<file path="src/design/cpfg_pkg.sv">
// Package for the circular pipe flow geometry unit.
// Holds the shared widths, angle constants, the CORDIC arctangent table and
// the beat structures; it depends on nothing else.
package cpfg_pkg;

  localparam int D_W    = 16;  // diameter and depth, Q8.8
  localparam int C_W    = 18;  // D - 2*yc, signed
  localparam int T_W    = 17;  // top width, Q9.8
  localparam int H_W    = 26;  // half angle, Q.24, 0..pi
  localparam int X_W    = 32;  // CORDIC vector components
  localparam int Z_W    = 28;  // CORDIC angle accumulator, signed
  localparam int Q_W    = 17;  // quotient bits of the slope divisions
  localparam int RAD_W  = 34;  // radicand 4*yc*(D-yc)
  localparam int REM_W  = 18;  // square root partial remainder
  localparam int PRE_SH = 12;  // CORDIC input prescale by 4096

  localparam logic [H_W-1:0] ANG_PI      = 26'd52707179;
  localparam logic [H_W-1:0] ANG_HALF_PI = 26'd26353589;
  localparam logic [15:0]    THETA_MAX   = 16'd51472;

  typedef struct packed {
    logic [D_W-1:0] d;
    logic [C_W-1:0] c;
    logic [T_W-1:0] t;
    logic           ge;
    logic           le;
    logic [H_W-1:0] h;
    logic           ovf_p;
    logic           ovf_w;
  } item_t;

  typedef struct packed {
    logic [15:0]    theta;
    logic [15:0]    pslope;
    logic [15:0]    wslope;
    logic           sat;
    logic [T_W-1:0] top;
    logic [17:0]    perim;
  } res_t;

  function automatic logic [Z_W-1:0] atan_q24(input logic [4:0] idx);
    logic [Z_W-1:0] a;
    unique case (idx)
      5'd0:    a = 28'd13176795;
      5'd1:    a = 28'd7778716;
      5'd2:    a = 28'd4110060;
      5'd3:    a = 28'd2086331;
      5'd4:    a = 28'd1047214;
      5'd5:    a = 28'd524117;
      5'd6:    a = 28'd262123;
      5'd7:    a = 28'd131069;
      5'd8:    a = 28'd65536;
      5'd9:    a = 28'd32768;
      5'd10:   a = 28'd16384;
      5'd11:   a = 28'd8192;
      5'd12:   a = 28'd4096;
      5'd13:   a = 28'd2048;
      5'd14:   a = 28'd1024;
      5'd15:   a = 28'd512;
      5'd16:   a = 28'd256;
      5'd17:   a = 28'd128;
      5'd18:   a = 28'd64;
      5'd19:   a = 28'd32;
      5'd20:   a = 28'd16;
      5'd21:   a = 28'd8;
      5'd22:   a = 28'd4;
      5'd23:   a = 28'd2;
      default: a = '0;
    endcase
    return a;
  endfunction

endpackage

</file>
<file path="src/design/cpfg_sqrt_cell.sv">
// One digit step of the pipelined integer square root.
// Depends on cpfg_pkg for widths and the beat structure.
module cpfg_sqrt_cell (
  input  logic                          clk_i,
  input  logic                          en_i,
  input  cpfg_pkg::item_t               item_i,
  input  logic [cpfg_pkg::RAD_W-1:0]    rad_i,
  input  logic [cpfg_pkg::REM_W-1:0]    rem_i,
  input  logic [cpfg_pkg::T_W-1:0]      root_i,
  output cpfg_pkg::item_t               item_o,
  output logic [cpfg_pkg::RAD_W-1:0]    rad_o,
  output logic [cpfg_pkg::REM_W-1:0]    rem_o,
  output logic [cpfg_pkg::T_W-1:0]      root_o
);

  logic [cpfg_pkg::REM_W+1:0] cur;
  logic [cpfg_pkg::REM_W+1:0] trial;
  logic [cpfg_pkg::REM_W-1:0] rem_d;
  logic [cpfg_pkg::T_W-1:0]   root_d;

  // Bring down the next two radicand bits and try the digit one.
  always_comb begin
    cur   = {rem_i, rad_i[cpfg_pkg::RAD_W-1 -: 2]};
    trial = {1'b0, root_i, 2'b01};
    if (cur >= trial) begin
      rem_d  = cpfg_pkg::REM_W'(cur - trial);
      root_d = {root_i[cpfg_pkg::T_W-2:0], 1'b1};
    end else begin
      rem_d  = cur[cpfg_pkg::REM_W-1:0];
      root_d = {root_i[cpfg_pkg::T_W-2:0], 1'b0};
    end
  end

  always_ff @(posedge clk_i) begin
    if (en_i) begin
      item_o <= item_i;
      rad_o  <= {rad_i[cpfg_pkg::RAD_W-3:0], 2'b00};
      rem_o  <= rem_d;
      root_o <= root_d;
    end
  end

endmodule

</file>
<file path="config.mk">
export PLATFORM = sky130hd
export DESIGN_NAME = cpfg_sqrt_cell
export DESIGN_NICKNAME = d
export VERILOG_FILES = /design/src/design/cpfg_pkg.sv /design/src/design/cpfg_sqrt_cell.sv
export SDC_FILE = /design/constraint.sdc
export NUM_CORES = 1
export LEC_CHECK = 0
export ABC_AREA = 1
export BUFFER_PORTS_ARGS = -buffer_cell sky130_fd_sc_hd__buf_2
export CAP_MARGIN = 40
export CORE_MARGIN = 2
export CORE_UTILIZATION = 45
export CTS_CLUSTER_SIZE = 28
export DETAILED_ROUTE_END_ITERATION = 10
export PLACE_DENSITY = 0.79
export SLEW_MARGIN = 0
export SYNTH_ARGS = -nofsm -noshare
export SYNTH_HDL_FRONTEND = slang
export SYNTH_SLANG_ARGS = --single-unit
</file>
<file path="constraint.sdc">
create_clock -name clk_i -period 2.05 [get_ports clk_i]
set_clock_uncertainty 0.05 [all_clocks]
set_input_delay 0.205 -clock clk_i [delete_from_list [all_inputs] [get_ports clk_i]]
set_output_delay 0.205 -clock clk_i [all_outputs]
set_load 0.02 [all_outputs]
</file>
Yosys cells after proc, flatten, opt, wreduce, memory -nomap -nowiden
Index checks and enable logic that the tools add are counted.
- register bits after elaboration: 148
- output and inout port bits: 150
- add/subtract/negate cells: 1
- $lt $le $gt $ge: 1
- multiplexer cells: 2
- operators with widths (operator ; number):
    $ge A20 B19 Y1 ; 1
    $mux W18 ; 1
    $sub A18 B18 Y18 ; 1
    $mux W1 ; 1

Depth between registers and ports, before layout
- depth after elaboration: 2
- gate-level depth with buffers: 14
- gate-level depth less buffers: 13

Worst setup path before layout
No wires, ideal clock.
- path kind: input to register
- start point: input root_i[7] (netlist bit)
- end point: register rem_o[15] (netlist bit) (data pin)
- setup time: 0.253 ns
- arrival time: 1.395 ns
- slack: 0.352 ns
- stages: 14
- cell sequence: inv_1 ha_1 nand2_1 inv_2 nand2_1 nor2_1 nand2_1 nand3b_4 nand2_2 nand2_4 inv_4 buf_6 nand2_1 nand2_1
- word-level cells in the longest chain between the ends: 2
- elaborated cells between the ends (all ways): 3
- those cells by class: add/sub: 1; order compare: 1; mux: 1
- ends and longest elaborated chain (item ; RTL line ; source):
    start, declared ; cpfg_sqrt_cell.sv:9 ; input logic [cpfg_pkg::T_W-1:0] root_i,
    $sub A18 B18 Y18 or $ge A20 B19 Y1 (tied branches) ; cpfg_sqrt_cell.sv:26, cpfg_sqrt_cell.sv:25 ;
    $mux W18 (*) ; cpfg_sqrt_cell.sv:25 ; if (cur >= trial) begin
    named net rem_d (one bit) ; cpfg_sqrt_cell.sv:18 ; logic [cpfg_pkg::REM_W-1:0] rem_d;
    end signal, assigned ; cpfg_sqrt_cell.sv:38 ; rem_o <= rem_d;
    end, declared ; cpfg_sqrt_cell.sv:12 ; output logic [cpfg_pkg::REM_W-1:0] rem_o,
The timed path passes the listed nets; every way through them passes the cells marked *.
A chain may end at the register's enable or synchronous reset.

Worst setup path in the final report
- start point: input root_i[7] (netlist bit)
- end point: register rem_o[11] (netlist bit) (data pin)
The elaborated chain is that of the path after synthesis.

==> out/metrics.cfg <==
[detailed_routing]
drt_iter0_drc=452
wire_per_inst_um=19.5
drt-pass1-iter-count=5
drt_wl_total_um=20900
post_drt_via_cell_ratio=4.94
drc=0
ant_nets=0
via_count=5293

[finish]
layout.nets=1058
area_delta_synth_final_pct=64.7
drive_gt1_frac=0.420

[clocking]
cts_buffers=17
cts_num_sinks=148
root_buffer=clkbuf_16
h-tree-depth=4
clk_pin_slew_ns=0.06
cts_tree=built
cts_buffer_depth=2

[sta]
hold_viol_final=0
finalSetupViolCount=0
hold_slack_ns=0.0250
fin_tns_setup_ns=0
rsz0062_at_grt=yes
fin_crit_sh=0.974
max_freq_mhz=501
slew_viol_final=0
fin_crit_ns=2.00

[synth]
synth_flop_cell=edfxtp_1
syn-cell-area_um2=5870
synth_area_leaders=edfxtp_1 76%, nand2_1 8.0%, ha_1 4.1%
ys_warn_count=0
syn_area_per_cell_um2=13.6
yosys_register_bits=148
ys_async_sr_fraction=0
syn_inst=432
seq_area_frac_synth=0.758
synth_top_area_frac=0.758
synth_cell_types=24
yosysTopAreaCell=edfxtp_1
synth-edff-count=148

[floorplan]
io_pins=302
start_util=0.463
fp.dieW_um=118
die-height_um=118
die-area_um2=14000
rows=41
core_area_um2=12700

[worst_setup_path]
cp_common_cell=nand2_1
critPathMaxFanout=16
slowest_stage=dlygate4sd3_1
path_buf_inv=5
arrival_ns=2.11
critPathTopFamily=buffers and inverters
crit_required_ns=2.16
crit_type=primary input to register
cp_cell_sequence=dlygate4sd3_1 > buf_2 > inv_1 > ha_4 > nand2_2 > inv_2 > nand2_1 > nor2_1 > nand2_1 > nand3b_4 > nand2_4 > nand2_4 > inv_6 > nand2_1 > nand2_1
cp-start-kind=primary input
slowest_delay_ns=0.53
endpoint_kind=register

[placement]
place.gp.congestion=0.880
dp_hpwl_um=12300
io_buffers=299

[power]
irDropWorstVdd_v=0.000430
p_per_area_nw_per_um2=836
leakagePower_nw=4.41
finalPower_mw=8.08

[min_path]
min_path_type=primary input to register

[grt]
grt_pass1_wl_um=31100
antenna_found_initial=1
gr-usage-all-layers=0.297
grt_overflow_total=0
grt_pass1_vias=5539
grt_max_degree=43

[status]
status=completed

[job]
drv_cap=0

## power breakdown
group          internal [mW]  leakage (nW)  switching [mW]  total [mW]
Combinational          0.646          2.72           0.954        1.60
Sequential              3.64          1.45          0.0835        3.73
Clock                   1.53         0.240            1.22        2.75
Total                   5.81          4.41            2.26        8.08
## repair_timing
action                                  CTS  global route
endpoints found under the setup margin    0            19
resized for setup                         0            37
endpoints found under the hold margin   129             0
hold buffers                            129             0
buffers inserted                          0             0
## worst paths after layout
path  slack (ns)       from         to  cells after the start
min         0.03   rem_i[6]   rem_o[8]                      3
max         0.05  root_i[7]  rem_o[11]                     15
## synthesized netlist by cell type, types with 2 or more instances
cell	count
a21oi_1	14
buf_4	3
buf_6	2
edfxtp_1	148
ha_1	19
inv_1	52
inv_2	2
nand2_1	125
nand2_2	2
nand3_1	18
nand3b_1	5
nor2_1	20
o21ai_0	4
xor2_1	8
## layer usage
metal  track usage  up-vias  wire length, um
met3        0.0927       95             1460
met4         0.165        0             1170
met1         0.315     2495             7270
met5             0        -                0
met2         0.521      306            11000
li1              -     2397                -
## layout make-up
class                   instances  area (um^2)
flip-flops and latches        148         4440
fillers                       751         3010
repair buffers                440         2910
multi-input cells             225         1370
clock buffers                  17          425
well taps                     172          215
inverters                      55          211
clock inverters                14         88.8
diodes                          1         2.50
## flip-flops by register name, indices dropped and copies added (netlist names)
register	cells
item_o	81
rad_o	32
rem_o	18
root_o	17
## cells in the final DEF, fill, tap and decap left out, types with 2 or more instances in the layout
cell / Yosys / routed
a21oi_1: 14 / 11
a21oi_2: 0 / 3
buf_12: 0 / 2
buf_2: 0 / 298
buf_4: 3 / 10
clkbuf_16: 0 / 17
clkinv_1: 0 / 5
clkinvlp_4: 0 / 4
conb_1: 1 / 2
dlygate4sd3_1: 0 / 129
edfxtp_1: 148 / 148
ha_1: 19 / 8
ha_4: 0 / 11
inv_1: 52 / 50
inv_2: 2 / 4
inv_6: 0 / 4
nand2_1: 125 / 115
nand2_2: 2 / 11
nand2_4: 1 / 2
nand3_1: 18 / 18
nand3b_1: 5 / 5
nor2_1: 20 / 14
nor2_2: 1 / 7
o21ai_0: 4 / 3
o21ai_1: 1 / 2
xor2_1: 8 / 8
## stage by stage
stage / worst slack [ns] / utilization / instances / cell area, um^2
2_1_floorplan: 0.352 / - / 433 / 5870
3_3_place_gp: 0.136 / 0.604 / 911 / 7660
3_5_place_dp: 0.0911 / 0.604 / 911 / 7660
4_1_cts: 0.00323 / 0.747 / 1071 / 9460
5_1_grt: -0.0685 / 0.763 / 1072 / 9660
6_report: 0.0526 / 0.763 / 1072 / 9660
## kinds of logic after synthesis
logic type	Yosys count	share of synthesized area
DFF	148	0.758
and+or+nand+nor	174	0.124
xor gates and xnor gates	10	0.0162
other	1	0.000639
buffers and inverters	60	0.0433
AOI/OAI and AO/OA	20	0.0175
adders and majority gates	19	0.0405
Power figures use the tool's default switching activity.
