===== config.mk =====
export PLATFORM = sky130hd
export DESIGN_NAME = cpfg_div_cell
export DESIGN_NICKNAME = d
export VERILOG_FILES = /design/src/design/cpfg_pkg.sv /design/src/design/cpfg_div_cell.sv
export SDC_FILE = /design/constraint.sdc
export NUM_CORES = 1
export LEC_CHECK = 0
export ABC_CLOCK_PERIOD_IN_PS = 2310
export BUFFER_PORTS_ARGS = -buffer_cell sky130_fd_sc_hd__clkbuf_2
export CORE_MARGIN = 2
export CORE_UTILIZATION = 40
export DETAILED_ROUTE_END_ITERATION = 8
export PLACE_DENSITY_LB_ADDON = 0.05
export SLEW_MARGIN = 5
export SYNTH_ARGS = -nofsm -noshare
export SYNTH_HDL_FRONTEND = slang
export SYNTH_SLANG_ARGS = --single-unit

===== constraint.sdc =====
create_clock -name clk_i -period 2.31 [get_ports clk_i]
set_input_delay 0.231 -clock clk_i [delete_from_list [all_inputs] [get_ports clk_i]]
set_output_delay 0.231 -clock clk_i [all_outputs]
set_load 0.1 [all_outputs]

===== src/design/cpfg_pkg.sv =====
// Package for the circular pipe flow geometry unit.
// Holds the shared widths, angle constants, the CORDIC arctangent table and
// the beat structures; it depends on nothing else.
package cpfg_pkg;

  localparam int D_W    = 16;  // diameter and depth, Q8.8
  localparam int C_W    = 18;  // D - 2*yc, signed
  localparam int T_W    = 17;  // top width, Q9.8
  localparam int H_W    = 26;  // half angle, Q.24, 0..pi
  localparam int X_W    = 32;  // CORDIC vector components
  localparam int Z_W    = 28;  // CORDIC angle accumulator, signed
  localparam int Q_W    = 17;  // quotient bits of the slope divisions
  localparam int RAD_W  = 34;  // radicand 4*yc*(D-yc)
  localparam int REM_W  = 18;  // square root partial remainder
  localparam int PRE_SH = 12;  // CORDIC input prescale by 4096

  localparam logic [H_W-1:0] ANG_PI      = 26'd52707179;
  localparam logic [H_W-1:0] ANG_HALF_PI = 26'd26353589;
  localparam logic [15:0]    THETA_MAX   = 16'd51472;

  typedef struct packed {
    logic [D_W-1:0] d;
    logic [C_W-1:0] c;
    logic [T_W-1:0] t;
    logic           ge;
    logic           le;
    logic [H_W-1:0] h;
    logic           ovf_p;
    logic           ovf_w;
  } item_t;

  typedef struct packed {
    logic [15:0]    theta;
    logic [15:0]    pslope;
    logic [15:0]    wslope;
    logic           sat;
    logic [T_W-1:0] top;
    logic [17:0]    perim;
  } res_t;

  function automatic logic [Z_W-1:0] atan_q24(input logic [4:0] idx);
    logic [Z_W-1:0] a;
    unique case (idx)
      5'd0:    a = 28'd13176795;
      5'd1:    a = 28'd7778716;
      5'd2:    a = 28'd4110060;
      5'd3:    a = 28'd2086331;
      5'd4:    a = 28'd1047214;
      5'd5:    a = 28'd524117;
      5'd6:    a = 28'd262123;
      5'd7:    a = 28'd131069;
      5'd8:    a = 28'd65536;
      5'd9:    a = 28'd32768;
      5'd10:   a = 28'd16384;
      5'd11:   a = 28'd8192;
      5'd12:   a = 28'd4096;
      5'd13:   a = 28'd2048;
      5'd14:   a = 28'd1024;
      5'd15:   a = 28'd512;
      5'd16:   a = 28'd256;
      5'd17:   a = 28'd128;
      5'd18:   a = 28'd64;
      5'd19:   a = 28'd32;
      5'd20:   a = 28'd16;
      5'd21:   a = 28'd8;
      5'd22:   a = 28'd4;
      5'd23:   a = 28'd2;
      default: a = '0;
    endcase
    return a;
  endfunction

endpackage


===== src/design/cpfg_div_cell.sv =====
// One restoring step of the two slope divisions, which share the divisor.
// Depends on cpfg_pkg for widths and the beat structure.
module cpfg_div_cell #(
  parameter int NUM_W = 26,
  parameter int BIT   = 16
) (
  input  logic                          clk_i,
  input  logic                          en_i,
  input  cpfg_pkg::item_t               item_i,
  input  logic [NUM_W-1:0]              rem_p_i,
  input  logic [NUM_W-1:0]              rem_w_i,
  input  logic [cpfg_pkg::Q_W-1:0]      q_p_i,
  input  logic [cpfg_pkg::Q_W-1:0]      q_w_i,
  output cpfg_pkg::item_t               item_o,
  output logic [NUM_W-1:0]              rem_p_o,
  output logic [NUM_W-1:0]              rem_w_o,
  output logic [cpfg_pkg::Q_W-1:0]      q_p_o,
  output logic [cpfg_pkg::Q_W-1:0]      q_w_o
);

  localparam int CmpW = NUM_W + cpfg_pkg::Q_W;

  logic [CmpW-1:0]             dv;
  logic [NUM_W-1:0]            rem_p_d, rem_w_d;
  logic [cpfg_pkg::Q_W-1:0]    q_p_d, q_w_d, qbit;

  always_comb begin
    dv      = CmpW'(item_i.t) << BIT;
    qbit    = cpfg_pkg::Q_W'(1) << BIT;
    rem_p_d = rem_p_i;
    rem_w_d = rem_w_i;
    q_p_d   = q_p_i;
    q_w_d   = q_w_i;
    if (CmpW'(rem_p_i) >= dv) begin
      rem_p_d = rem_p_i - dv[NUM_W-1:0];
      q_p_d   = q_p_i | qbit;
    end
    if (CmpW'(rem_w_i) >= dv) begin
      rem_w_d = rem_w_i - dv[NUM_W-1:0];
      q_w_d   = q_w_i | qbit;
    end
  end

  always_ff @(posedge clk_i) begin
    if (en_i) begin
      item_o  <= item_i;
      rem_p_o <= rem_p_d;
      rem_w_o <= rem_w_d;
      q_p_o   <= q_p_d;
      q_w_o   <= q_w_d;
    end
  end

endmodule


== Word level (Yosys, flattened, before mapping) ==
Index checks and enable logic that the tools add are counted.

* Register bits after elaboration: 167
* Output and inout bits: 167
* Logic and storage cells: 20

* $add $sub $neg: 2
* Order comparisons: 2
* Muxes and demuxes: 2

{| class="wikitable"
|+ Operator list
! operator !! count
|-
| 26-bit by 33-bit greater-or-equal comparator with 1-bit output || 2
|-
| 26-bit two-way mux || 2
|-
| 26-bit subtractor || 2
|}

== Depth between registers and ports, before layout ==
* Depth after elaboration: 2
* Gate-level depth with buffers: 9
* Mapped depth without buffers: 9

== Worst setup path before layout ==
No wires, ideal clock.

* Path type: in2reg
* Start: input item_i[36] (netlist bit)
* End: register rem_p_o[18] (data pin)
* Setup time: 0.260 ns
* Arrival time: 2.050 ns
* Setup slack: -0.001 ns
* Stages on the path: 8
* Path buffers: 1
* Cells stage by stage: inv_1 -> ha_1 -> a21o_1 -> a21o_1 -> a221o_1 -> o31a_1 -> buf_6 -> mux2_4

* Cells in the longest elaborated chain, start to end: 2

{| class="wikitable"
|+ RTL lines
! element !! RTL line !! source
|-
| start, declared || cpfg_div_cell.sv:9 || <nowiki>input cpfg_pkg::item_t item_i,</nowiki>
|-
| 26-bit by 33-bit greater-or-equal comparator with 1-bit output || cpfg_div_cell.sv:34 || <nowiki>if (CmpW'(rem_p_i) >= dv) begin</nowiki>
|-
| 26-bit two-way mux || cpfg_div_cell.sv:34 ||
|-
| named net rem_p_d[18] || cpfg_div_cell.sv:24 || <nowiki>logic [NUM_W-1:0] rem_p_d, rem_w_d;</nowiki>
|-
| end signal, assigned || cpfg_div_cell.sv:47 || <nowiki>rem_p_o <= rem_p_d;</nowiki>
|-
| end, declared || cpfg_div_cell.sv:15 || <nowiki>output logic [NUM_W-1:0] rem_p_o,</nowiki>
|}

The timed path passes the listed nets, and every way through them passes these cells.
A chain may end at the register's enable or synchronous reset.

== Worst setup path in the final report ==
* Start: input rem_p_i[10]
* End: register rem_p_o[20] (data pin)

* Cells in the longest elaborated chain, start to end: 2
* Elaborated cells between the ends (all ways): 3
* Those cells by class: add/sub (1); order compare (1); mux (1)

{| class="wikitable"
|+ RTL lines
! element !! RTL line !! source
|-
| start, declared || cpfg_div_cell.sv:10 || <nowiki>input logic [NUM_W-1:0] rem_p_i,</nowiki>
|-
| 26-bit by 33-bit greater-or-equal comparator with 1-bit output / 26-bit subtractor (equally long branches) || cpfg_div_cell.sv:34, cpfg_div_cell.sv:35 ||
|-
| 26-bit two-way mux (*) || cpfg_div_cell.sv:34 ||
|-
| named net rem_p_d[20] || cpfg_div_cell.sv:24 ||
|}

Mark *: on every way through the listed nets, which the timed path passes. The rest lies on a longest branch.

==> qor.yml <==
nNetsFinal: 1064
root_buffer: "clkbuf_16"
drc: 0
avgSynthCellArea_um2: 18.9
worstMarginPinSlew_ns: 0.588
grt_max_degree: 64
fin_cells: 1097
synth-seq-cells: 167
dieArea_um2: 16700
period_share: 0.968
cts_num_sinks: 167
place_inst: 926
ant_nets: 0
layout_common_cells: "clkbuf_2, edfxtp_1, dlygate4sd3_1"
grt_pass1_vias: 5210
critPathKind: "input port to flop"
area_growth_pct: 68.9
worstSetupStartpointType: "input port"
finalSetupViolations: 0
io_pins: 336
synth_compound_area_frac: 0.0434
hpwl_mm: 12.9
synth.yosys.seq_area_share: 0.798
yosys.area_share.simple: 0.0442
synth_top_family_by_area: "adder cells"
vias: 4991
p_leak_nw: 4.70
finalHoldViolCount: 0
syn_area_um2: 6280
yosys_warnings: 0
dieWidth_um: 129
met1_length_mm: 6.68
wl_met3_mm: 1.28
grt_pass1_wl_mm: 27.6
cp.arrival_ns: 2.40
end_kind: "flop"
cap_violations: 0
die_y_um: 129
cpPeakStageDelay_ns: 0.54
via_per_inst: 4.55
ir_drop_mv: 0.458
cpLargestDelayFamily: "simple AND/OR/NAND/NOR gates"
critPathBufInv: 3
avgRoutedWirePerCell_um: 17.1
synth_xor_xnor_area_share: 0.0167
min_path_type: "input port to flop"
grt.total_usage: 0.221
grt_remaining_overflow: 0
synthMuxAreaShare: 0.0388
cts_tree: "done"
cts_buffers: 17
syn_inst: 332
fmax_mhz: 447
cp.depth: 8
coreArea_um2: 15300
drive_gt1_frac: 0.490
ys_types: 42
slowest_stage: "dlygate4sd3_1"
grt_antenna_before_repair: 0
postCtsSetupBuffers: 0
pwr_density_cell_nw_per_um2: 870
clk_path_buf_depth: 2
status: "complete, no violations"
wl_met2_mm: 10.3
required_ns: 2.47
dr.pass1.iters: 4
place_congestion: 0.770
worstPathCellList: "dlygate4sd3_1 -> clkbuf_2 -> nor4_1 -> nand4_1 -> nor4_2 -> o31a_1 -> buf_4 -> mux2_4"
final_common_cell: "clkbuf_2"
route.top_layer_used: "met4"
maxSlewViolCount: 0
fin_util: 0.696
synth_edf_count: 167
fill_cells: 1081
async_flop_share: 0
drt-total-wl_mm: 18.7
num_rows: 45
slew_headroom: 0.610
io_buffers: 335
clkTransAtPathRegs_ns: 0.06
initial_core_util: 0.412
syn_nets: 523
min_period_ns: 2.24
synth_ff_type: "edfxtp_1"
drt_iter0_drc: 244
cp_max_fo: 5
ctsHtreeMaxLevel: 4
synthAdderAreaFrac: 0.0462
n_antenna_cell: 0
hold_depth: 1
==> synthesized netlist by cell type (all sizes together), types with 3 or more instances <==
library cell	number	share of area
o21ai	4	0.0032
mux2i	6	0.0096
nand2	3	0.0018
a21o	4	0.0048
xnor2	10	0.014
nor4	7	0.0070
ha	20	0.040
inv	17	0.010
o21a	4	0.0048
o211ai	3	0.0036
nand3	6	0.0048
nor2b	6	0.0060
nor4b	3	0.0042
edfxtp	167	0.80
mux2	14	0.029
a21oi	13	0.011
nor2	16	0.0096
==> kinds of logic after synthesis <==
family,Yosys count
mux,20
fa+ha+maj,22
flops,167
simple gates,52
buf+inv,19
xor+xnor,12
compound gates,40
==> state kept, by name, indices dropped and copies added, names as in the netlist <==
name / flops
rem_p_o: 26
rem_w_o: 26
q_w_o: 17
q_p_o: 17
item_o: 81
==> power by group <==
group	switching, mW	leakage, nW	internal, mW
clock network	1.21	0.290	1.62
logic	2.13	2.78	0.602
registers	0.0698	1.63	3.60
total	3.41	4.70	5.82
==> metal layers <==
metal / vias up / GRT usage
met5: - / 0
met4: 0 / 0.0831
met3: 38 / 0.0574
met2: 190 / 0.420
met1: 2373 / 0.235
li1: 2390 / -
==> timing repair <==
action	CTS	global route
setup endpoints to repair	0	16
hold buffers	138	1
gates resized for setup	0	2
hold endpoints to repair	138	1
==> final cells by class <==
class                           instances  area [µm²]  share of cell area
Clock buffer                           17         425              0.0401
Clock inverter                         15         165              0.0156
Inverter                               17        63.8             0.00601
Multi-Input combinational cell        146        1210               0.114
Sequential cell                       167        5010               0.472
Tap cell                              211         264              0.0249
Timing Repair Buffer                  524        3470               0.327
==> worst paths after layout <==
check                       start  slack [ns]               endpoint
worst max-delay path  rem_p_i[10]        0.07  rem_p_o[20]$_DFFE_PP_
worst min-delay path   item_i[41]        0.03   item_o[41]$_DFFE_PP_
==> metrics by stage <==
stage | TNS, ns | hold slack [ns] | cell area, µm² | setup WS [ns] | total power [mW]
global route | -0.159 | 0.0154 | 10600 | -0.0256 | 9.52
detailed placement | -2.90 | 0.410 | 8630 | -0.232 | 6.27
CTS | 0 | 0.000135 | 10600 | 0.00333 | 9.28
global placement | -2.02 | 0.408 | 8630 | -0.161 | 6.25
finish | 0 | 0.0267 | 10600 | 0.0740 | 9.24
floorplan | 0 | 0.330 | 6300 | 0.0256 | 5.68
Note: power is estimated with default switching activity, not from simulation.
