<file path="config.mk">
export PLATFORM = sky130hd
export DESIGN_NAME = cpfg_cordic_cell
export DESIGN_NICKNAME = d
export VERILOG_FILES = /design/src/design/cpfg_pkg.sv /design/src/design/cpfg_cordic_cell.sv
export SDC_FILE = /design/constraint.sdc
export NUM_CORES = 1
export LEC_CHECK = 0
export BUFFER_PORTS_ARGS = -buffer_cell sky130_fd_sc_hd__buf_2
export CAP_MARGIN = 40
export CORE_ASPECT_RATIO = 0.6
export CORE_MARGIN = 4
export CORE_UTILIZATION = 43
export DETAILED_ROUTE_END_ITERATION = 7
export GPL_TIMING_DRIVEN = 1
export PLACE_DENSITY = 0.72
export SETUP_SLACK_MARGIN = 0.1
export SLEW_MARGIN = 20
export SYNTH_ARGS = -nofsm -noshare
export SYNTH_HDL_FRONTEND = slang
export SYNTH_SLANG_ARGS = --single-unit
</file>
<file path="constraint.sdc">
create_clock -name clk_i -period 14.2 [get_ports clk_i]
set_clock_uncertainty 0.15 [all_clocks]
set_input_delay 2.84 -clock clk_i [delete_from_list [all_inputs] [get_ports clk_i]]
set_output_delay 2.84 -clock clk_i [all_outputs]
set_load 0.01 [all_outputs]
</file>
<file path="src/design/cpfg_pkg.sv">
// Package for the circular pipe flow geometry unit.
// Holds the shared widths, angle constants, the CORDIC arctangent table and
// the beat structures; it depends on nothing else.
package cpfg_pkg;

  localparam int D_W    = 16;  // diameter and depth, Q8.8
  localparam int C_W    = 18;  // D - 2*yc, signed
  localparam int T_W    = 17;  // top width, Q9.8
  localparam int H_W    = 26;  // half angle, Q.24, 0..pi
  localparam int X_W    = 32;  // CORDIC vector components
  localparam int Z_W    = 28;  // CORDIC angle accumulator, signed
  localparam int Q_W    = 17;  // quotient bits of the slope divisions
  localparam int RAD_W  = 34;  // radicand 4*yc*(D-yc)
  localparam int REM_W  = 18;  // square root partial remainder
  localparam int PRE_SH = 12;  // CORDIC input prescale by 4096

  localparam logic [H_W-1:0] ANG_PI      = 26'd52707179;
  localparam logic [H_W-1:0] ANG_HALF_PI = 26'd26353589;
  localparam logic [15:0]    THETA_MAX   = 16'd51472;

  typedef struct packed {
    logic [D_W-1:0] d;
    logic [C_W-1:0] c;
    logic [T_W-1:0] t;
    logic           ge;
    logic           le;
    logic [H_W-1:0] h;
    logic           ovf_p;
    logic           ovf_w;
  } item_t;

  typedef struct packed {
    logic [15:0]    theta;
    logic [15:0]    pslope;
    logic [15:0]    wslope;
    logic           sat;
    logic [T_W-1:0] top;
    logic [17:0]    perim;
  } res_t;

  function automatic logic [Z_W-1:0] atan_q24(input logic [4:0] idx);
    logic [Z_W-1:0] a;
    unique case (idx)
      5'd0:    a = 28'd13176795;
      5'd1:    a = 28'd7778716;
      5'd2:    a = 28'd4110060;
      5'd3:    a = 28'd2086331;
      5'd4:    a = 28'd1047214;
      5'd5:    a = 28'd524117;
      5'd6:    a = 28'd262123;
      5'd7:    a = 28'd131069;
      5'd8:    a = 28'd65536;
      5'd9:    a = 28'd32768;
      5'd10:   a = 28'd16384;
      5'd11:   a = 28'd8192;
      5'd12:   a = 28'd4096;
      5'd13:   a = 28'd2048;
      5'd14:   a = 28'd1024;
      5'd15:   a = 28'd512;
      5'd16:   a = 28'd256;
      5'd17:   a = 28'd128;
      5'd18:   a = 28'd64;
      5'd19:   a = 28'd32;
      5'd20:   a = 28'd16;
      5'd21:   a = 28'd8;
      5'd22:   a = 28'd4;
      5'd23:   a = 28'd2;
      default: a = '0;
    endcase
    return a;
  endfunction

endpackage

</file>
<file path="src/design/cpfg_cordic_cell.sv">
// One vectoring stage of the CORDIC arctangent.
// Depends on cpfg_pkg for widths, the arctangent table and the beat structure.
module cpfg_cordic_cell #(
  parameter int IDX = 0
) (
  input  logic                               clk_i,
  input  logic                               en_i,
  input  cpfg_pkg::item_t                    item_i,
  input  logic signed [cpfg_pkg::X_W-1:0]    x_i,
  input  logic signed [cpfg_pkg::X_W-1:0]    y_i,
  input  logic signed [cpfg_pkg::Z_W-1:0]    z_i,
  output cpfg_pkg::item_t                    item_o,
  output logic signed [cpfg_pkg::X_W-1:0]    x_o,
  output logic signed [cpfg_pkg::X_W-1:0]    y_o,
  output logic signed [cpfg_pkg::Z_W-1:0]    z_o
);

  localparam logic [4:0] StageIdx = 5'(IDX);

  logic signed [cpfg_pkg::X_W-1:0] dx, dy, x_d, y_d;
  logic signed [cpfg_pkg::Z_W-1:0] ang, z_d;

  // Rotate towards the x axis; the shifts round towards minus infinity.
  always_comb begin
    dx  = y_i >>> IDX;
    dy  = x_i >>> IDX;
    ang = $signed(cpfg_pkg::atan_q24(StageIdx));
    if (y_i > 0) begin
      x_d = x_i + dx;
      y_d = y_i - dy;
      z_d = z_i + ang;
    end else begin
      x_d = x_i - dx;
      y_d = y_i + dy;
      z_d = z_i - ang;
    end
  end

  always_ff @(posedge clk_i) begin
    if (en_i) begin
      item_o <= item_i;
      x_o    <= x_d;
      y_o    <= y_d;
      z_o    <= z_d;
    end
  end

endmodule

</file>
== Yosys cells after proc, flatten, opt, wreduce, memory -nomap -nowiden ==
Index checks and enable logic that the tools add are counted.

* Add/subtract/negate cells: 5
* Magnitude comparators: 1
* Mux-type cells: 3

{| class="wikitable"
|+ Operator list
! kind !! number
|-
| $mux W32 || 2
|-
| $sub A32 B32 Y32 || 2
|-
| $add A32 B32 Y32 || 1
|-
| $gt A32 B1 Y1 const B || 1
|-
| $add A28 B25 Y28 const B || 1
|-
| $mux W28 || 1
|-
| $sub A28 B25 Y28 const B || 1
|}

* Register bits after elaboration: 173
* Input bits: 175
* Output and inout port bits: 173
* Logic and storage cells: 20

== Logic depth before layout (Yosys ltp) ==
Gate-level depths: netlist of run 1.

* Depth after elaboration: 2
* Gate-level depth with buffers: 17
* Depth with buffers taken out: 15

== Least setup slack after synthesis of run 1 ==
OpenSTA, ideal clock, no wires.

* Kind: input-to-reg
* From: input port y_i[13] (netlist bit)
* To: register z_o[23] (netlist bit), data pin
* Setup time: 0.262 ns
* Arrival: 6.194 ns
* Required time: 13.788 ns
* Slack: 7.595 ns
* Stages: 17
* Path buffers: 2
* Cells stage by stage: nor4_1 > nand4_1 > nor2_1 > or2_2 > inv_1 > clkbuf_1 > clkbuf_1 > ha_1 > a211oi_1 > o21ai_1 > and3b_1 > o2111ai_1 > a21boi_1 > or3b_1 > nand2_1 > o21ai_1 > xor2_1

* Word-level cells in the longest chain between the ends: 2

{| class="wikitable"
|+ RTL lines
! what !! line !! RTL
|-
| start, declared || cpfg_cordic_cell.sv:10 || <nowiki>input logic signed [cpfg_pkg::X_W-1:0] y_i,</nowiki>
|-
| $gt A32 B1 Y1 || cpfg_cordic_cell.sv:28 || <nowiki>if (y_i > 0) begin</nowiki>
|-
| $mux W28 || cpfg_cordic_cell.sv:28 ||
|-
| named net z_d, one bit || cpfg_cordic_cell.sv:21 || <nowiki>logic signed [cpfg_pkg::Z_W-1:0] ang, z_d;</nowiki>
|-
| end signal, assigned || cpfg_cordic_cell.sv:44 || <nowiki>z_o <= z_d;</nowiki>
|-
| end, declared || cpfg_cordic_cell.sv:15 || <nowiki>output logic signed [cpfg_pkg::Z_W-1:0] z_o</nowiki>
|}

The timed path passes the listed nets, and every way through them passes these cells.
A chain may end at the register's enable or synchronous reset.

== Worst setup path after layout of run 1 ==
* From: input port y_i[29] (netlist bit)
* To: register z_o[23] (netlist bit), data pin

The elaborated chain is that of the path after synthesis.

==> metrics.csv, run 1 <==
metric,value,unit
core_area,26900,um2
utilization,0.543,
critPathMaxStageDelay,460,ps
worstPathMaxFanout,61,
placedCellCount,1841,
die_area,30600,um2
dpl_worst_slack,6740,ps
netSwitchingFraction,0.340,
grt.overflow.total,0,
syn_nets,1467,
drv_cap,0,
finalHoldViolations,0,
chipWidth,223,um
drtIter0Drc,1193,
clkSlewWorstSetupHoldPaths,80,ps
cts_buffer_depth,2,
grt_pass1_vias,9834,
syn2layout_area_growth,22.1,%
min_path_type,in -> reg,
worstMarginPinSlew,768,ps
min_period_over_period,0.498,
stdcell_count,1874,
synth_top_area_frac,0.432,
critPathLaunchType,input pin,
synth_common_cells,"edfxtp_1 (172), a21oi_1 (131), ha_1 (119)",
num_vias,10640,
seqPwrFrac,0.409,
die_y,137,um
ys_types,83,
cts_inserted_buffers,17,
grt_max_degree,79,
power_frac_clock,0.287,
clock_sinks,172,
clock-root-buffer,clkbuf_16,
drc,0,
tns,0,ps
ys_seq_area_frac,0.432,
fmax,141,MHz
synth_ff_type,edfxtp_1,
slew_headroom,0.483,
yosys_warnings,0,
synth_edf_count,172,
finalCriticalPeriod,7070,ps
wirelength,39400,um
endpoint_kind,flip-flop,
powerDensity,111,nW/um2
min_delay_worst_endpoint,item_o[45],
critPathRequiredTime,14220,ps
nets,1798,
path_cells,"buf_2, nor4_1, nand4_1, nor2_1, or2_2, inv_2, buf_4, ha_1, a211oi_1, o21ai_1, and3b_1, o2111ai_1, a21boi_1, or3b_1, nand2_1, o21ai_1, xor2_1",
power.static_leakage,6.42,nW
antenna_left,0,
ioPinCount,348,
vdd_drop_max,0.0000842,V
wl_per_cell,21.0,um
place_area,14000,um2
switchingPower,0.000548,W
cts_setup_buffers,0,
min_path_cells,1,
final_cell_area,14600,um2
drive_above_1_share,0.276,
globalplace.congestion,0.956,
synth-seq-cells,172,
synth.avg_cell_area,10.2,um2
setup_viol,0,
cts-resized-gates,0,
drv_slew,0,
io_buffers,347,
syn-cell-area,12000,um2
cts_hold_buf,0,
slowest_stage,or2_2,
synth_top_area_cell,edfxtp_1,
synthArstFlopShare,0,
setup_ws,7130,ps
power_frac_comb,0.303,
first_pass_iters,5,
hold_start,item_i[45],
grt_pass1_wl,58200,um
rows,46,
dpl.hpwl,32500,um
synthCells,1169,
viasPerCell,5.68,
cts_max_level,4,
initial_core_util,0.445,
status,completed,
cts_tree,built,
antenna_found_initial,1,
critical_path_arrival,7090,ps
synth.area.top_cells,"edfxtp_1 (43%), ha_1 (12%), a21oi_1 (5.5%), xnor2_1 (5.4%), inv_1 (3.0%)",
cp_common_cell,o21ai_1,
rsz0062_at_grt,false,
synth_most_common_cell,edfxtp_1,
intPower,0.00107,W
crit_type,in -> reg,
grt_usage,0.246,
-- per-stage QoR --
| stage | hold slack [ps] | total power [W] |
|---|---|---|
| 3_5_place_dp | 2870 | 0.00115 |
| 6_report | 2430 | 0.00161 |
| 4_1_cts | 2410 | 0.00162 |
| 5_1_grt | 2400 | 0.00169 |
| 2_1_floorplan | 2790 | 0.000954 |
| 3_3_place_gp | 2870 | 0.00114 |
-- final cells by class --
class	instances	area [um2]
Clock inverter	14	168
Clock buffer	18	429
Tap cell	360	450
Sequential cell	172	5160
Timing Repair Buffer	352	1800
Multi-Input combinational cell	855	6200
Inverter	102	383
Fill cell	2430	12300
Antenna cell	1	2.50
-- worst max-delay path: cells and delay by family --
kind                     cells  cell delay (ps)
AND/OR/NAND/NOR              7             2160
XOR/XNOR                     1              150
adder cells (fa/ha/maj)      1              400
buffers and inverters        3              530
AO/OA/AOI/OAI                5              990
-- power by group through the flow --
stage | Combinational (W) | Clock (W) | Sequential (W)
6_report | 0.000489 | 0.000464 | 0.000660
5_1_grt | 0.000525 | 0.000500 | 0.000665
4_1_cts | 0.000483 | 0.000476 | 0.000661
3_5_place_dp | 0.000481 | 0 | 0.000672
3_3_place_gp | 0.000474 | 0 | 0.000670
2_1_floorplan | 0.000249 | 0 | 0.000705
-- worst max path at each step --
stage	from	to	slack, ps	depth (start not counted)
2_1_floorplan	y_i[13]	z_o[23]	7590	17
3_3_place_gp	y_i[3]	z_o[23]	6890	17
3_5_place_dp	y_i[3]	z_o[21]	6740	17
4_1_cts	y_i[3]	z_o[23]	7190	17
5_1_grt	y_i[3]	z_o[23]	6770	17
6_report	y_i[29]	z_o[23]	7130	17
-- registers in the layout, indices dropped and copies added (netlist names) --
register,flops
item_o,81
x_o,32
y_o,31
z_o,28
-- logic make-up (layout without fill, tap and decap cells) --
group | after synthesis | count (layout) | share of synthesized area
adders and majority gates | 123 | 123 | 0.131
and+or+nand+nor | 253 | 253 | 0.104
AOI/OAI and AO/OA | 378 | 378 | 0.208
buffers and inverters | 142 | 486 | 0.0493
xor gates and xnor gates | 85 | 85 | 0.0623
other | 0 | 1 | 0
muxes | 16 | 16 | 0.0134
DFF | 172 | 172 | 0.432
-- placed cells by master (no fill, tap or decap), types with 20 or more instances in the layout --
cell type / Yosys / layout
a21o_1: 30 / 30
a21oi_1: 131 / 131
buf_2: 12 / 346
edfxtp_1: 172 / 172
ha_1: 119 / 119
inv_1: 96 / 95
nand2_1: 51 / 51
nor2_1: 87 / 87
nor3_1: 20 / 20
o21ai_0: 65 / 65
o21bai_1: 21 / 21
xnor2_1: 73 / 73
-- routing by layer --
metal,track usage,vias up,part of all wire
met5,0,-,0
met1,0.364,5052,0.45
li1,-,4945,-
met2,0.372,614,0.44
met3,0.0598,29,0.10
met4,0.0448,0,0.013
(Power assumes the default switching activity.)
==> run 2: changes to the inputs <==
--- a/config.mk
+++ b/config.mk
@@ -12,7 +12,7 @@
 export CORE_UTILIZATION = 43
 export DETAILED_ROUTE_END_ITERATION = 7
 export GPL_TIMING_DRIVEN = 1
-export PLACE_DENSITY = 0.72
+export PLACE_DENSITY = 0.75
 export SETUP_SLACK_MARGIN = 0.1
 export SLEW_MARGIN = 20
 export SYNTH_ARGS = -nofsm -noshare
==> constraint.sdc (replaced) <==
create_clock -name clk_i -period 6.1 [get_ports clk_i]
set_clock_uncertainty 0.15 [all_clocks]
set_input_delay 1.22 -clock clk_i [delete_from_list [all_inputs] [get_ports clk_i]]
set_output_delay 1.22 -clock clk_i [all_outputs]
set_load 0.01 [all_outputs]
==> run 2 against run 1 <==
- combinational power increased by 130%
- worst setup slack got worse by 5900 ps
- hold slack got worse by 1600 ps
- sequential power increased by 130%
- clock power increased by 130%
- critical path depth decreased by 1
- sequential cell count unchanged
- sequential share of layout area increased by 0.073 points
- total power increased by 130%
- critical endpoint unchanged
==> metrics.csv, run 2 (synthesized netlist as in run 1, its figures left out) <==
metric,value,unit,change
fmax,206,MHz,
critPathRequiredTime,6130,ps,-8090 ps
io_buffers,347,,unchanged
wirelength,39600,um,+0.54%
worstPathMaxFanout,12,,-80%
clock_sinks,172,,unchanged
cts_setup_buffers,0,,unchanged
cts_hold_buf,0,,unchanged
finalCriticalPeriod,4860,ps,
crit_type,in -> reg,,
endpoint_kind,flip-flop,,
cts_max_level,4,,unchanged
final_cell_mix,"buf_2 (346), edfxtp_1 (172), a21oi_1 (131)",,
critical_path_arrival,4890,ps,-2200 ps
die_area,30600,um2,unchanged
grt_pass1_vias,9628,,-2.1%
viasPerCell,5.71,,+0.61%
min_period_over_period,0.797,,
power.static_leakage,6.40,nW,-0.30%
clkSlewWorstSetupHoldPaths,70,ps,about the same
first_pass_iters,6,,+1
drtIter0Drc,1154,,-3.3%
grt_max_degree,89,,+13%
tns,0,ps,unchanged
status,completed,,
drc,0,,unchanged
vdd_drop_max,0.000226,V,+170%
drive_above_1_share,0.275,,-0.00114
globalplace.congestion,0.962,,+0.60%
setup_viol,0,,unchanged
num_vias,10699,,+0.55%
slowest_stage,nor4_1,,
regMostFlops,item_o,,
finalHoldViolations,0,,unchanged
chipWidth,223,um,unchanged
cts_tree,built,,
worstMarginPinSlew,869,ps,+101 ps
critPathMaxStageDelay,410,ps,-50 ps
min_path_type,in -> reg,,
initial_core_util,0.445,,unchanged
rows,46,,unchanged
timing.hold.ws,808,ps,-1620 ps
antenna_left,0,,unchanged
cts_buffer_depth,2,,unchanged
core_area,26900,um2,unchanged
drv_slew,0,,unchanged
grt.overflow.total,0,,unchanged
cts-resized-gates,0,,unchanged
layout_commonest_cell,buf_2,,
rsz0062_at_grt,false,,
antenna_found_initial,3,,+2
cts_inserted_buffers,17,,unchanged
power,0.00375,W,+130%
critPathLaunchType,input pin,,
grt_pass1_wl,57500,um,-1.1%
powerDensity,258,nW/um2,+130%
wl_per_cell,21.2,um,+0.59%
syn2layout_area_growth,21.9,%,
dpl.hpwl,32500,um,-0.12%
grt_usage,0.245,,-0.00145
ioPinCount,348,,unchanged
nets,1797,,-0.056%
slew_headroom,0.421,,-0.0625
largest_reg_flops,81,,unchanged
drv_cap,0,,unchanged
clock-root-buffer,clkbuf_16,,
path_cells,"buf_2, nor4_1, nand4_1, nor2_1, or2_2, inv_2, ha_1, a21oi_1, o211ai_1, a211o_1, o2111ai_1, a21boi_1, or3b_1, nand2_1, o21ai_1, xor2_1",,
die_y,137,um,unchanged
nFillCells,2396,,-1.4%
top_regs,"item_o x81, x_o x32, y_o x31",,
run 2: where the power goes:
| part | switching (W) | internal, W | leakage, nW |
|---|---|---|---|
| sequential | 0.0000431 | 0.00149 | 1.68 |
| combinational | 0.000709 | 0.000428 | 4.44 |
| clock | 0.000499 | 0.000578 | 0.279 |
run 2: area by class of cell:
class,instances,area [um2],area share
well taps,360,450,0.0309
inverters,102,383,0.0263
clock inverters,14,153,0.0105
flip-flops and latches,172,5160,0.355
clock buffers,18,429,0.0295
diodes,1,2.50,0.000172
repair buffers,351,1790,0.123
multi-input cells,855,6200,0.425
run 2: final timing paths:
path / start / to / slack (ps) / cells past startpoint
max: y_i[29] / z_o[23] / 1240 / 16
min: item_i[79] / item_o[79] / 810 / 1
run 2: layer usage:
| metal | GRT usage | vias up | part of all wire |
|---|---|---|---|
| li1 | - | 4951 | - |
| met1 | 0.359 | 5082 | 0.45 |
| met2 | 0.365 | 632 | 0.43 |
| met3 | 0.0714 | 30 | 0.11 |
| met4 | 0.0421 | 4 | 0.0099 |
| met5 | 0 | - | 0.00068 |
run 2: critical path: cells and delay by family:
kind	cells	cell delay [ps]
simple gates	6	1750
compound gates	6	1130
fa+ha+maj	1	370
buf+inv	2	280
xor+xnor	1	150
run 2: metrics by stage:
stage,cell area [um2],worst slack (ps),std cells,util
after global placement,14000,957,1840,0.520
after floorplan,12000,1110,1169,-
after CTS,14600,1340,1872,0.542
final,14600,1240,1873,0.542
after detailed placement,14000,880,1840,0.520
after global routing,14600,867,1873,0.542
==> run 3: changes to the inputs <==
--- a/config.mk
+++ b/config.mk
@@ -12,7 +12,7 @@
 export CORE_UTILIZATION = 43
 export DETAILED_ROUTE_END_ITERATION = 7
 export GPL_TIMING_DRIVEN = 1
-export PLACE_DENSITY = 0.75
+export PLACE_DENSITY = 0.72
 export SETUP_SLACK_MARGIN = 0.1
 export SLEW_MARGIN = 20
 export SYNTH_ARGS = -nofsm -noshare
==> constraint.sdc (replaced) <==
create_clock -name clk_i -period 4.8 [get_ports clk_i]
set_clock_uncertainty 0.15 [all_clocks]
set_input_delay 0.96 -clock clk_i [delete_from_list [all_inputs] [get_ports clk_i]]
set_output_delay 0.96 -clock clk_i [all_outputs]
set_load 0.01 [all_outputs]
==> run 3 against run 2 <==
- cell count up 2.8%
- global-route usage up 0.73 points
- count of clock-buffer cells in the layout decreased by 1
- die area is the same
- largest cell class unchanged
==> metrics.csv, run 3 (synthesized netlist as in run 1, its figures left out) <==
metric,value,unit,change
status,completed,,
vdd_drop_max,0.000249,V,+10%
setup_ws,551,ps,-688 ps
cts_hold_buf,0,,unchanged
endpoint_kind,flip-flop,,
dpl.hpwl,33000,um,+1.6%
chipWidth,223,um,unchanged
powerDensity,326,nW/um2,+26%
clock-root-buffer,clkbuf_16,,
dr_wl_met2,17500,um,+2.1%
drtIter0Drc,1308,,+13%
top_regs,"item_o x81, x_o x32, y_o x31",,
stdcell_count,1925,,+2.8%
viasPerCell,5.57,,-2.5%
worstMarginPinSlew,860,ps,-8.53 ps
min_period_over_period,0.885,,
finalHoldViolations,0,,unchanged
grt_max_degree,72,,-19%
top_layer,met5,,
min_path_type,in -> reg,,
antenna_left,0,,unchanged
utilization,0.559,,+0.0167
drive_above_1_share,0.301,,+0.0254
crit_type,in -> reg,,
critPathRequiredTime,4830,ps,-1300 ps
setup_viol,0,,unchanged
io_buffers,347,,unchanged
wl_per_cell,20.9,um,-1.4%
syn2layout_area_growth,25.6,%,
dpl_worst_slack,125,ps,-756 ps
num_vias,10721,,+0.21%
clkSlewWorstSetupHoldPaths,80,ps,about the same
clock_sinks,172,,unchanged
nets,1849,,+2.9%
layout_commonest_cell,buf_2,,
slew_headroom,0.421,,about the same
drc,0,,unchanged
cts_setup_buffers,0,,unchanged
worstPathMaxFanout,10,,-2
drv_cap,0,,unchanged
globalplace.congestion,0.988,,+2.7%
placedCellCount,1892,,+2.8%
cts_tree,built,,
largest_reg_flops,81,,unchanged
first_pass_iters,5,,-1
die_area,30600,um2,unchanged
ioPinCount,348,,unchanged
rsz0062_at_grt,false,,
critical_path_arrival,4280,ps,-610 ps
grt.overflow.total,0,,unchanged
wl_met1,17700,um,-0.57%
regMostFlops,item_o,,
grt_pass1_wl,59700,um,+3.7%
cts_inserted_buffers,17,,unchanged
nFillCells,2370,,-1.1%
drv_slew,0,,unchanged
power.static_leakage,6.69,nW,+4.5%
grt_usage,0.252,,+0.00732
fmax,235,MHz,
critPathLaunchType,input pin,,
tns,0,ps,unchanged
met3WireLength,4560,um,+5.1%
initial_core_util,0.445,,unchanged
die_y,137,um,unchanged
core_area,26900,um2,unchanged
cts_buffer_depth,2,,unchanged
wirelength,40200,um,+1.3%
cts_max_level,4,,unchanged
finalCriticalPeriod,4250,ps,
grt_pass1_vias,9931,,+3.1%
antenna_found_initial,3,,unchanged
rows,46,,unchanged
final_cell_mix,"buf_2 (346), edfxtp_1 (172), a21oi_1 (131)",,
cts-resized-gates,0,,unchanged
[run 3: cell count changes in the layout (fill, tap and decap cells not counted), sizes merged]
cell,previous run,this run
buf,351,403
clkinv,8,9
clkbuf,18,17
inv,105,107
clkinvlp,2,0
[run 3: path summary, 6_finish.rpt]
path,start,endpoint,slack (ps),cells after the start
max,y_i[17],z_o[23],550,18
min,item_i[40],item_o[40],540,1
[run 3: stage by stage]
| step | hold slack, ps | total power (W) | area (um2) |
|---|---|---|---|
| 2_1_floorplan | 909 | 0.00282 | 12000 |
| 3_3_place_gp | 987 | 0.00343 | 14400 |
| 3_5_place_dp | 988 | 0.00346 | 14400 |
| 4_1_cts | 523 | 0.00490 | 15000 |
| 5_1_grt | 518 | 0.00511 | 15000 |
| 6_report | 542 | 0.00489 | 15000 |
[run 3: power breakdown]
part	switching (W)	leakage, nW	internal (W)
clock network	0.000684	0.303	0.000755
logic	0.000908	4.70	0.000586
registers	0.0000579	1.68	0.00190
total	0.00165	6.69	0.00324
[run 3: routing by layer]
layer  up-vias  track usage
li1       5051            -
met4         4       0.0506
met1      5014        0.368
met2       616        0.379
met5         -            0
met3        36       0.0684
[run 3: critical path: stages]
cell and delay [ps]:
buf_2 140, nor4_1 360, nand4_1 200, nor2_1 130, buf_4 140, or2_2 130, inv_2 100, buf_4 160
ha_1 310, nor2_1 100, nor2_1 60, a211o_1 310, o2111ai_1 250, a21boi_1 130, or3b_1 410, nand2_1 140
o21ai_1 100, xor2_1 150
[run 3: cell type report]
cell class              count  area, um2  area share
clock buffers              17        425      0.0283
flip-flops and latches    172       5160       0.344
inverters                 102        383      0.0255
repair buffers            403       2200       0.146
diodes                      1       2.50    0.000167
multi-input cells         855       6200       0.413
well taps                 360        450      0.0300
clock inverters            15        194      0.0129
